[src/hdl/hss_pkg.sv]
// ----------------------------------------------------------------------------
// hss_pkg
// Types, widths and the half-step coil table shared by the stepper sequencer.
// ----------------------------------------------------------------------------
package hss_pkg;

  localparam int TIMER_BITS = 32;
  localparam int PERIOD_W   = 32;
  localparam int POS_W      = 15;
  localparam int STEPS_W    = 16;
  localparam int COIL_W     = 4;
  localparam int CFG_IDX_W  = 2;
  localparam int CFG_DATA_W = 32;

  localparam logic [TIMER_BITS-1:0] TIMER_MAX = '1;

  localparam logic [PERIOD_W-1:0] STEP_PERIOD_RESET   = 32'd1000;
  localparam logic [POS_W-1:0]    STEPS_PER_REV_RESET = 15'd4096;

  typedef enum logic [CFG_IDX_W-1:0] {
    CFG_STEP_PERIOD   = 2'd0,
    CFG_STEPS_PER_REV = 2'd1
  } cfg_index_t;

  typedef enum logic {
    CMD_TICK = 1'b0,
    CMD_MOVE = 1'b1
  } command_t;

  typedef struct packed {
    logic               command;
    logic signed [15:0] move_steps;
  } cmd_item_t;

  typedef struct packed {
    logic [COIL_W-1:0] coils;
    logic [POS_W-1:0]  position;
    logic              moving_forward;
    logic [POS_W-1:0]  remaining;
    logic              stepped;
    logic              busy_res;
  } res_item_t;

  typedef struct packed {
    logic [PERIOD_W-1:0] step_period;
    logic [POS_W-1:0]    steps_per_rev;
  } cfg_regs_t;

  // Eight-phase half-step order: one coil, two adjacent coils, and so on.
  function automatic logic [COIL_W-1:0] half_step_coils(input logic [2:0] phase);
    logic [COIL_W-1:0] pattern;
    case (phase)
      3'd0:    pattern = 4'h1;
      3'd1:    pattern = 4'h3;
      3'd2:    pattern = 4'h2;
      3'd3:    pattern = 4'h6;
      3'd4:    pattern = 4'h4;
      3'd5:    pattern = 4'hC;
      3'd6:    pattern = 4'h8;
      default: pattern = 4'h9;
    endcase
    return pattern;
  endfunction

endpackage

[src/hdl/hss_step_unit.sv]
// ----------------------------------------------------------------------------
// hss_step_unit
// Motion state of the sequencer and the single-pass update for one request.
// ----------------------------------------------------------------------------
module hss_step_unit
  import hss_pkg::*;
(
  input  logic      clk,
  input  logic      rst,
  input  logic      advance,
  input  cmd_item_t item,
  input  cfg_regs_t cfg,
  output res_item_t result
);

  logic [POS_W-1:0]      position_count, position_count_next;
  logic [POS_W-1:0]      steps_to_go, steps_to_go_next;
  logic                  forward_flag, forward_flag_next;
  logic [TIMER_BITS-1:0] elapsed_ticks, elapsed_ticks_next;
  logic [COIL_W-1:0]     coil_pattern, coil_pattern_next;

  logic [TIMER_BITS-1:0] elapsed_inc;
  logic [POS_W-1:0]      revs;
  logic [POS_W-1:0]      step_pos;
  logic [STEPS_W-1:0]    magnitude;
  logic                  do_step;

  always_comb begin
    revs        = (cfg.steps_per_rev == '0) ? POS_W'(1) : cfg.steps_per_rev;
    elapsed_inc = (elapsed_ticks == TIMER_MAX) ? elapsed_ticks
                                               : elapsed_ticks + TIMER_BITS'(1);
    do_step     = (item.command == CMD_TICK) && (steps_to_go != '0) &&
                  (elapsed_inc >= TIMER_BITS'(cfg.step_period));
    magnitude   = STEPS_W'(-item.move_steps);

    // A position left outside a shortened revolution re-enters at an end.
    if (forward_flag) begin
      if ({1'b0, position_count} + 16'd1 >= {1'b0, revs}) begin
        step_pos = '0;
      end else begin
        step_pos = position_count + POS_W'(1);
      end
    end else begin
      if ((position_count == '0) || (position_count >= revs)) begin
        step_pos = revs - POS_W'(1);
      end else begin
        step_pos = position_count - POS_W'(1);
      end
    end

    position_count_next = position_count;
    steps_to_go_next    = steps_to_go;
    forward_flag_next   = forward_flag;
    elapsed_ticks_next  = elapsed_ticks;
    coil_pattern_next   = coil_pattern;

    if (item.command == CMD_MOVE) begin
      if (item.move_steps == '0) begin
        steps_to_go_next = '0;
      end else if (item.move_steps[STEPS_W-1]) begin
        forward_flag_next = 1'b0;
        // The most negative count has no positive twin and saturates.
        steps_to_go_next  = magnitude[STEPS_W-1] ? '1 : magnitude[POS_W-1:0];
      end else begin
        forward_flag_next = 1'b1;
        steps_to_go_next  = item.move_steps[POS_W-1:0];
      end
    end else begin
      elapsed_ticks_next = elapsed_inc;
      if (do_step) begin
        elapsed_ticks_next  = '0;
        position_count_next = step_pos;
        steps_to_go_next    = steps_to_go - POS_W'(1);
        coil_pattern_next   = half_step_coils(step_pos[2:0]);
      end
    end

    result.coils          = coil_pattern_next;
    result.position       = position_count_next;
    result.moving_forward = forward_flag_next;
    result.remaining      = steps_to_go_next;
    result.stepped        = do_step;
    result.busy_res       = (steps_to_go_next != '0);
  end

  always_ff @(posedge clk) begin
    if (rst) begin
      position_count <= '0;
      steps_to_go    <= '0;
      forward_flag   <= 1'b0;
      elapsed_ticks  <= TIMER_MAX;
      coil_pattern   <= '0;
    end else if (advance) begin
      position_count <= position_count_next;
      steps_to_go    <= steps_to_go_next;
      forward_flag   <= forward_flag_next;
      elapsed_ticks  <= elapsed_ticks_next;
      coil_pattern   <= coil_pattern_next;
    end
  end

endmodule

[src/hdl/hss_out_reg.sv]
// ----------------------------------------------------------------------------
// hss_out_reg
// Result register that holds one result until the consumer takes it.
// ----------------------------------------------------------------------------
module hss_out_reg
  import hss_pkg::*;
(
  input  logic      clk,
  input  logic      rst,
  input  logic      load,
  input  res_item_t load_item,
  output logic      can_load,
  output logic      res_valid,
  input  logic      res_ready,
  output res_item_t res_item
);

  assign can_load = !res_valid || res_ready;

  always_ff @(posedge clk) begin
    if (rst) begin
      res_valid <= 1'b0;
    end else if (can_load) begin
      res_valid <= load;
    end
  end

  always_ff @(posedge clk) begin
    if (can_load && load) begin
      res_item <= load_item;
    end
  end

endmodule

[src/hdl/half_step_stepper_sequencer.sv]
// ----------------------------------------------------------------------------
// half_step_stepper_sequencer
// Eight-phase half-step sequencer for a four-coil unipolar stepper motor.
//
// Each request is either a one-microsecond tick or a move carrying a signed
// step count, and each gives exactly one result with the coil drive, position,
// direction and remaining steps after it. A request passes through an input
// register and is resolved combinationally into the result register, so one
// request is taken every clock while results are taken. step_period and
// steps_per_rev are written through the plain register port; the user must
// write them only while the block is idle, which the block does not enforce.
// ----------------------------------------------------------------------------
module half_step_stepper_sequencer
  import hss_pkg::*;
(
  input  logic                  clk,
  input  logic                  rst,
  input  logic                  cmd_valid,
  output logic                  cmd_ready,
  input  cmd_item_t             cmd_item,
  output logic                  res_valid,
  input  logic                  res_ready,
  output res_item_t             res_item,
  input  logic                  cfg_we,
  input  logic [CFG_IDX_W-1:0]  cfg_index,
  input  logic [CFG_DATA_W-1:0] cfg_data
);

  cfg_regs_t cfg;
  logic      hold_valid;
  cmd_item_t hold_item;
  logic      can_load;
  logic      advance;
  res_item_t step_result;

  always_ff @(posedge clk) begin
    if (rst) begin
      cfg.step_period   <= STEP_PERIOD_RESET;
      cfg.steps_per_rev <= STEPS_PER_REV_RESET;
    end else if (cfg_we) begin
      unique case (cfg_index)
        CFG_STEP_PERIOD:   cfg.step_period   <= cfg_data[PERIOD_W-1:0];
        CFG_STEPS_PER_REV: cfg.steps_per_rev <= cfg_data[POS_W-1:0];
        default: ;
      endcase
    end
  end

  assign advance   = hold_valid && can_load;
  assign cmd_ready = !hold_valid || can_load;

  always_ff @(posedge clk) begin
    if (rst) begin
      hold_valid <= 1'b0;
    end else if (cmd_ready) begin
      hold_valid <= cmd_valid;
    end
  end

  always_ff @(posedge clk) begin
    if (cmd_ready && cmd_valid) begin
      hold_item <= cmd_item;
    end
  end

  hss_step_unit u_step (
    .clk     (clk),
    .rst     (rst),
    .advance (advance),
    .item    (hold_item),
    .cfg     (cfg),
    .result  (step_result)
  );

  hss_out_reg u_out (
    .clk       (clk),
    .rst       (rst),
    .load      (hold_valid),
    .load_item (step_result),
    .can_load  (can_load),
    .res_valid (res_valid),
    .res_ready (res_ready),
    .res_item  (res_item)
  );

endmodule

[config.mk]
export PLATFORM = sky130hd
export DESIGN_NAME = half_step_stepper_sequencer
export DESIGN_NICKNAME = d
export VERILOG_FILES = /design/src/hdl/hss_pkg.sv /design/src/hdl/hss_step_unit.sv /design/src/hdl/hss_out_reg.sv /design/src/hdl/half_step_stepper_sequencer.sv
export SDC_FILE = /design/constraint.sdc
export NUM_CORES = 1
export LEC_CHECK = 0
export BUFFER_PORTS_ARGS = -buffer_cell sky130_fd_sc_hd__buf_2
export CORE_ASPECT_RATIO = 1.75
export CORE_UTILIZATION = 32
export CTS_BUF_LIST = sky130_fd_sc_hd__clkbuf_4 sky130_fd_sc_hd__clkbuf_8 sky130_fd_sc_hd__clkbuf_16
export CTS_CLUSTER_SIZE = 28
export DETAILED_ROUTE_END_ITERATION = 10
export GPL_TIMING_DRIVEN = 0
export PLACE_DENSITY_LB_ADDON = 0.15
export SLEW_MARGIN = 20
export SYNTH_ARGS = -nofsm -noshare
export SYNTH_HDL_FRONTEND = slang
export SYNTH_SLANG_ARGS = --single-unit
[constraint.sdc]
create_clock -name clk -period 6.9 [get_ports clk]
set_input_delay 1.38 -clock clk [delete_from_list [all_inputs] [get_ports clk]]
set_output_delay 1.38 -clock clk [all_outputs]
set_load 0.02 [all_outputs]
**After elaboration in Yosys (flattened, before gate mapping)**

Cells that the tools add are included.

- $add $sub $neg: 7
- Magnitude comparators: 3
- Eq/ne operators: 8
- Muxes and demuxes: 19
- Bitwise gates (word level): 1
- Reduce and logical (&&, ||, !) cells: 19

Operators with widths:

| cell | number |
|---|---|
| 15-bit two-way mux | 11 |
| 32-bit two-way mux | 2 |
| 15-bit by 1-bit subtractor with 15-bit output (second input constant) | 3 |
| 32-bit by 1-bit adder with 32-bit output (second input constant) | 1 |
| 32-bit == test (second input constant) | 1 |
| 32-bit greater-or-equal comparator | 1 |
| 15-bit logical NOT | 2 |
| 15-bit nonzero test | 2 |
| 4-bit case mux with 7 select lines | 1 |
| 15-bit by 1-bit adder with 16-bit output (second input constant) | 1 |
| 16-bit by 15-bit greater-or-equal comparator with 1-bit output | 1 |
| 16-bit logical NOT | 1 |
| 16-bit negator | 1 |
| 15-bit by 1-bit adder with 15-bit output (second input constant) | 1 |
| 15-bit greater-or-equal comparator | 1 |
| 3-bit == test (second input constant) | 3 |
| 4-bit two-way mux | 2 |
| 3-bit by 2-bit == test with 1-bit output (second input constant) | 2 |
| 2-bit AND reduction | 3 |
| 1-bit logical AND | 4 |
| 3-bit by 1-bit == test with 1-bit output (second input constant) | 1 |
| 3-bit logical NOT | 1 |
| 1-bit logical OR | 3 |
| 1-bit two-way mux | 3 |
| 4 further kinds | 5 |

- Register bits after elaboration: 170
- Output and inout port bits: 39

**Longest topological paths before layout**

- Depth after elaboration: 10
- Gate-level depth with buffers: 25

**Cells and area by module**

A second synthesis with hierarchy kept.

- Cell total of the unflattened synthesis: 1242
- Area total of the unflattened synthesis: 11015.6 sq um

Modules (own cells, without submodules):

| module | times used | cells an instance | area each (sq um) | sequential area each (sq um) |
|---|---|---|---|---|
| hss_step_unit | 1 | 979 | 7211.9 | 1341.3 |
| half_step_stepper_sequencer | 1 | 221 | 2637.5 | 1471.4 |
| hss_out_reg | 1 | 42 | 1166.1 | 1131.1 |

**Worst setup path before layout**

OpenSTA, ideal clock, no wires.

- Path kind: reg-to-reg
- Start point: register, netlist name cfg[6]
- End point: register u_step.position_count[12]
- Library setup time: 0.071 ns
- Arrival: 5.335 ns
- Required time: 6.829 ns
- Setup slack: 1.495 ns
- Stages on the path, launching flop included: 26
- Buffers on the path: 4
- Period minus slack after synthesis: 5.405 ns
- Cells stage by stage: dfxtp_1 or4_1 or4_1 nand4b_1 nor2b_1 clkbuf_1 inv_1 ha_1 nand2b_1 a21o_1 a21oi_1 o21ai_0 a211oi_1 clkbuf_1 clkbuf_1 nor2_1 a21oi_1 ha_1 clkbuf_1 nand2_1 nor3_1 xor2_1 mux2i_1 o32a_1 nand2b_1 a21oi_1

- Cells in the longest elaborated chain, start to end: 8
- Elaborated cells on any way between the ends: 11
- Those cells by class: 1 x add/sub; 2 x order compare; 6 x mux; 2 x reduce/logical

RTL lines:

| what | line | text |
|---|---|---|
| 15-bit logical NOT | hss_step_unit.sv:29 | `revs = (cfg.steps_per_rev == '0) ? POS_W'(1) : cfg.steps_per_rev;` |
| 15-bit two-way mux (*) | hss_step_unit.sv:29 |  |
| 15-bit greater-or-equal comparator | hss_step_unit.sv:44 | `if ((position_count == '0) \|\| (position_count >= revs)) begin` |
| 1-bit logical OR | hss_step_unit.sv:44 |  |
| 15-bit two-way mux | hss_step_unit.sv:44 |  |
| 15-bit two-way mux (*) | hss_step_unit.sv:37 | `if (forward_flag) begin` |
| 15-bit two-way mux (*) | hss_step_unit.sv:70 | `if (do_step) begin` |
| 15-bit two-way mux (*) | hss_step_unit.sv:57 | `if (item.command == CMD_MOVE) begin` |
| to (signal assigned) | hss_step_unit.sv:94 | `position_count <= position_count_next;` |
| to (decl) | hss_step_unit.sv:16 | `logic [POS_W-1:0] position_count, position_count_next;` |

Mark *: on every way between the ends. The rest lies on a longest branch, timed or not.
A chain may end at the register's enable or synchronous reset.

==> summary.txt <==
Run status
  – Outcome: complete, no violations

Floorplan
  – Placeable core region: roughly 32,000 um2
  – Total number of placement rows: 87
  – Die width: approximately 140 um
  – I/O Pins: 95
  – Full die area: between 30,000 and 40,000 um2
  – Starting Density: 0.3269
  – Vertical die dimension: roughly 240 um

Layout
  – FF/Latch Area: a little under 4000 um2
  – Number of inserted filler cells in the final layout: roughly 3,400
  – Area occupied by multi-input gates: roughly 6100 um2
  – N_diodes: 0
  – Final nets: 1,512
  – Share of cells above drive strength 1: 0.1314
  – Layout overhead on the synthesized area: 15.62%
  – Number of cells in the finished layout apart from fillers: 1,800

Synthesis
  – Post-Syn Area per Cell: 8.322 um2
  – Biggest area consumer among synthesized cells: dfxtp_1
  – Share of the synthesized area in the top cell type: 0.2190
  – Number of enable flip-flop cells after synthesis: 54
  – Cell area after synthesis: around 11,000 um2
  – Instance count of the mapped netlist: between 1,000 and 1,500
  – Synth area leaders: dfxtp_1 22%, edfxtp_1 15%, ha_1 8.1%
  – Sequential element share of the synthesized area: 0.3720
  – Synthesized Nets: around 1,400
  – Number of synthesized register bits: 170
  – Unique masters post-synth: 86
  – Number of warnings printed during yosys synthesis: 0
  – Synth async-reset ratio: 0
  – Top flip-flop cell by instance count after synthesis: dfxtp_1

Run
  – Max-Cap Viols: 0

Power
  – PwrDens: between 200 and 300 nW/um2
  – Max VDD drop: 0.2022 mV
  – Int Power: between 2 and 2.5 mW
  – Total net switching power: roughly 1.3 mW
  – Clk network pwr share: 0.295
  – Proportion of power drawn by flip-flops and latches: 0.339
  – Switching share of total power: 0.3862
  – Comb pwr share: 0.366
  – Static Leakage: 4.844 nW

Global routing
  – Overall routing resource usage: 0.2139
  – Total grt overflow: 0
  – Vias in the first global route: between 9,000 and 10,000
  – Wire length of the first global-routing pass: about 55,000 um
  – Antenna violations before repair: 0
  – Pin count of the biggest net entering global routing: 30

CTS
  – Clk slew on worst S/H paths: approximately 0.07 ns
  – CTS tree: yes
  – CTS H-tree lvls: 4
  – Clock Sink Count: 170
  – Worst-Skew Late Latency: 0.46 ns
  – Number of buffers inserted by hold repair at cts: 0
  – TritonCTS buffer count: 17
  – Clock Tree Buf Depth: 2
  – Clock root buffer master: clkbuf_16

Hold path
  – Worst hold path class: reg -> reg

Routing
  – Antenna Nets Post-Route: 0
  – Post-route DRC violation count: 0
  – Starting DRC count in detailed routing: 577
  – Total Wirelength: 35,370 um
  – Via count: 9,727
  – Detail-routed net length per standard cell: between 15 and 20 um
  – Detailed-routing iteration count for the pre-antenna-repair pass: 5
  – Via-to-Cell Ratio: about 5.4

Placed design
  – Number of buffers inserted by port buffering: 93
  – Global placer's final weighted congestion: ~0.98
  – Number of placed instances, taps included: roughly 1,800
  – Post-detail-place hpwl: ~28,000 um

Critical path
  – Kind of cell adding the most delay to the critical path: simple AND/OR/NAND/NOR gates
  – Slowest cell on the critical path: or4_1
  – Most used cell, CP: a21oi_1
  – CP Buf/Inv Count: 5
  – Largest stage delay, worst path: between 0.6 and 0.7 ns
  – Class of the most critical setup path: reg -> reg
  – Critical path launch point type: register
  – Maximum fanout count along the critical path: 10
  – CP required: 7.10 ns
  – Crit path capture type: register
  – Arrival time reported for the critical path endpoint: between 6 and 7 ns
  – Worst path cell trace: or4_1 > or4_1 > nand4b_1 > nor2b_1 > clkbuf_1 > inv_1 > ha_1 > nand2b_1 > a21o_1 > a21oi_1 > o21ai_0 > a211oi_4 > clkbuf_2 > clkbuf_2 > nor2_1 > a21oi_1 > ha_1 > clkbuf_1 > nand3_1 > xor2_1 > a211oi_1 > a21oi_1 > o21ai_1

STA
  – Final setup violation count: 0
  – Worst slew margin relative to its limit: 0.3220
  – Max frequency: between 150 and 200 MHz
  – Number of hold violations in the final report: 0
  – Measured slew at the worst slew-check pin: between 1 and 1.5 ns
  – Max-slew violations: 0
  – Min Tclk post-route: about 6.5 ns
  – Clock tree skew after final layout: approximately 0.009 ns
  – RSZ-0062 raised after global routing: no
  – Total Neg Setup Slack: 0 ns
  – Portion of the clock cycle consumed by the worst path in the final layout: 0.9470
[per-layer routing]
metal | GRT usage | vias up | part of all wire
met5 | 0 | - | 0
met4 | 0.1409 | 0 | 0.063
met3 | 0.02999 | 90 | 0.031
met2 | 0.4121 | 250 | 0.54
met1 | 0.2093 | 4569 | 0.36
li1 | - | 4818 | -
[power by group through the flow]
stage | Combinational [mW] | Sequential [mW] | Clock (mW)
after floorplan | 0.850 | 1.22 | 0
after global placement | 1.24 | 1.20 | 0
after detailed placement | 1.25 | 1.20 | 0
after CTS | 1.26 | 1.18 | 1.05
after global routing | 1.40 | 1.19 | 1.08
final | 1.27 | 1.18 | 1.02
[synth_stat cells (13+ instances only)]
library cell / n
nand4_1: 24
a211oi_1: 27
a221o_1: 17
ha_1: 69
a21o_1: 14
o21ai_0: 33
nand2_1: 198
edfxtp_1: 54
inv_1: 71
xnor2_1: 39
xor2_1: 23
nand3_1: 30
and3_1: 27
nor4_1: 16
dfxtp_1: 116
a31oi_1: 17
o211ai_1: 13
o21ai_1: 35
nor2_1: 98
nor3_1: 31
clkbuf_1: 63
a21oi_1: 93
[logic make-up after synthesis]
| family | after synthesis | share of synthesized area |
|---|---|---|
| fa+ha+maj | 69 | 0.08143 |
| flops | 170 | 0.3720 |
| simple gates | 497 | 0.2266 |
| buf+inv | 147 | 0.05570 |
| compound gates | 319 | 0.2032 |
| mux | 10 | 0.009913 |
| xor+xnor | 62 | 0.05122 |
[state kept, by name (all words and copies together) (netlist names)]
name / count
cfg: 47
u_out.res_item: 37
u_step.elapsed_ticks: 32
hold_item: 17
u_step.position_count: 15
u_step.steps_to_go: 15
u_step.coil_pattern: 4
hold_valid: 1
u_out.res_valid: 1
u_step.forward_flag: 1
[stage by stage]
step                utilization  hold slack, ns  cell area (um2)  setup slack, ns  power (mW)
finish                   0.3779          0.4549            12260           0.3656       3.477
global route             0.3779          0.4730            12260          0.05013       3.668
CTS                      0.3770          0.4580            12230          0.04170       3.485
detailed placement       0.3576          0.4479            11600          -0.4257       2.450
global placement         0.3566          0.4440            11570          -0.3846       2.442
floorplan                     -          0.4363            10600            1.495       2.067
[final timing paths]
path                         from                            to  slack, ns  cells after the start
min          cfg[46]$_SDFFE_PP0P_          cfg[46]$_SDFFE_PP0P_       0.45                      2
max           cfg[6]$_SDFFE_PP0P_  u_out.res_item[32]$_DFFE_PP_       0.37                     23
min reg2reg  cfg[46]$_SDFFE_PP0P_          cfg[46]$_SDFFE_PP0P_       0.45                      2
max reg2reg   cfg[6]$_SDFFE_PP0P_  u_out.res_item[32]$_DFFE_PP_       0.37                     23
[timing repair]
item                                    CTS  global route
buffers inserted                          0             0
gates resized for setup                   5            13
endpoints found under the setup margin   34            49
[layout by cell type (no fill, tap or decap), types with 14 or more instances in the layout]
cell and count:
o21ai_1 34, nor4_1 14, xnor2_1 39, dfxtp_1 116, a221o_1 17, xor2_1 23
and3_1 27, a21o_1 14, clkbuf_1 57, o21ai_0 33, a31oi_1 17, nand4_1 24
a211oi_1 26, nor3_1 30, nand2_1 197, clkbuf_16 17, a21oi_1 93, ha_1 69
inv_1 71, buf_2 94, nand3_1 30, nor2_1 97, edfxtp_1 54
[cell type report]
cell class,count,share of cell area
multi-input cells,957,0.4993
flip-flops and latches,170,0.3217
well taps,400,0.04082
repair buffers,94,0.03960
clock buffers,17,0.03470
plain buffers,73,0.02623
inverters,74,0.02266
clock inverters,15,0.01500
[worst min-delay path, stage by stage, from the launching register on]
cell	delay, ns
dfxtp_1	0.31
nand2_1	0.05
a21oi_1	0.05
Power figures use the tool's default switching activity.
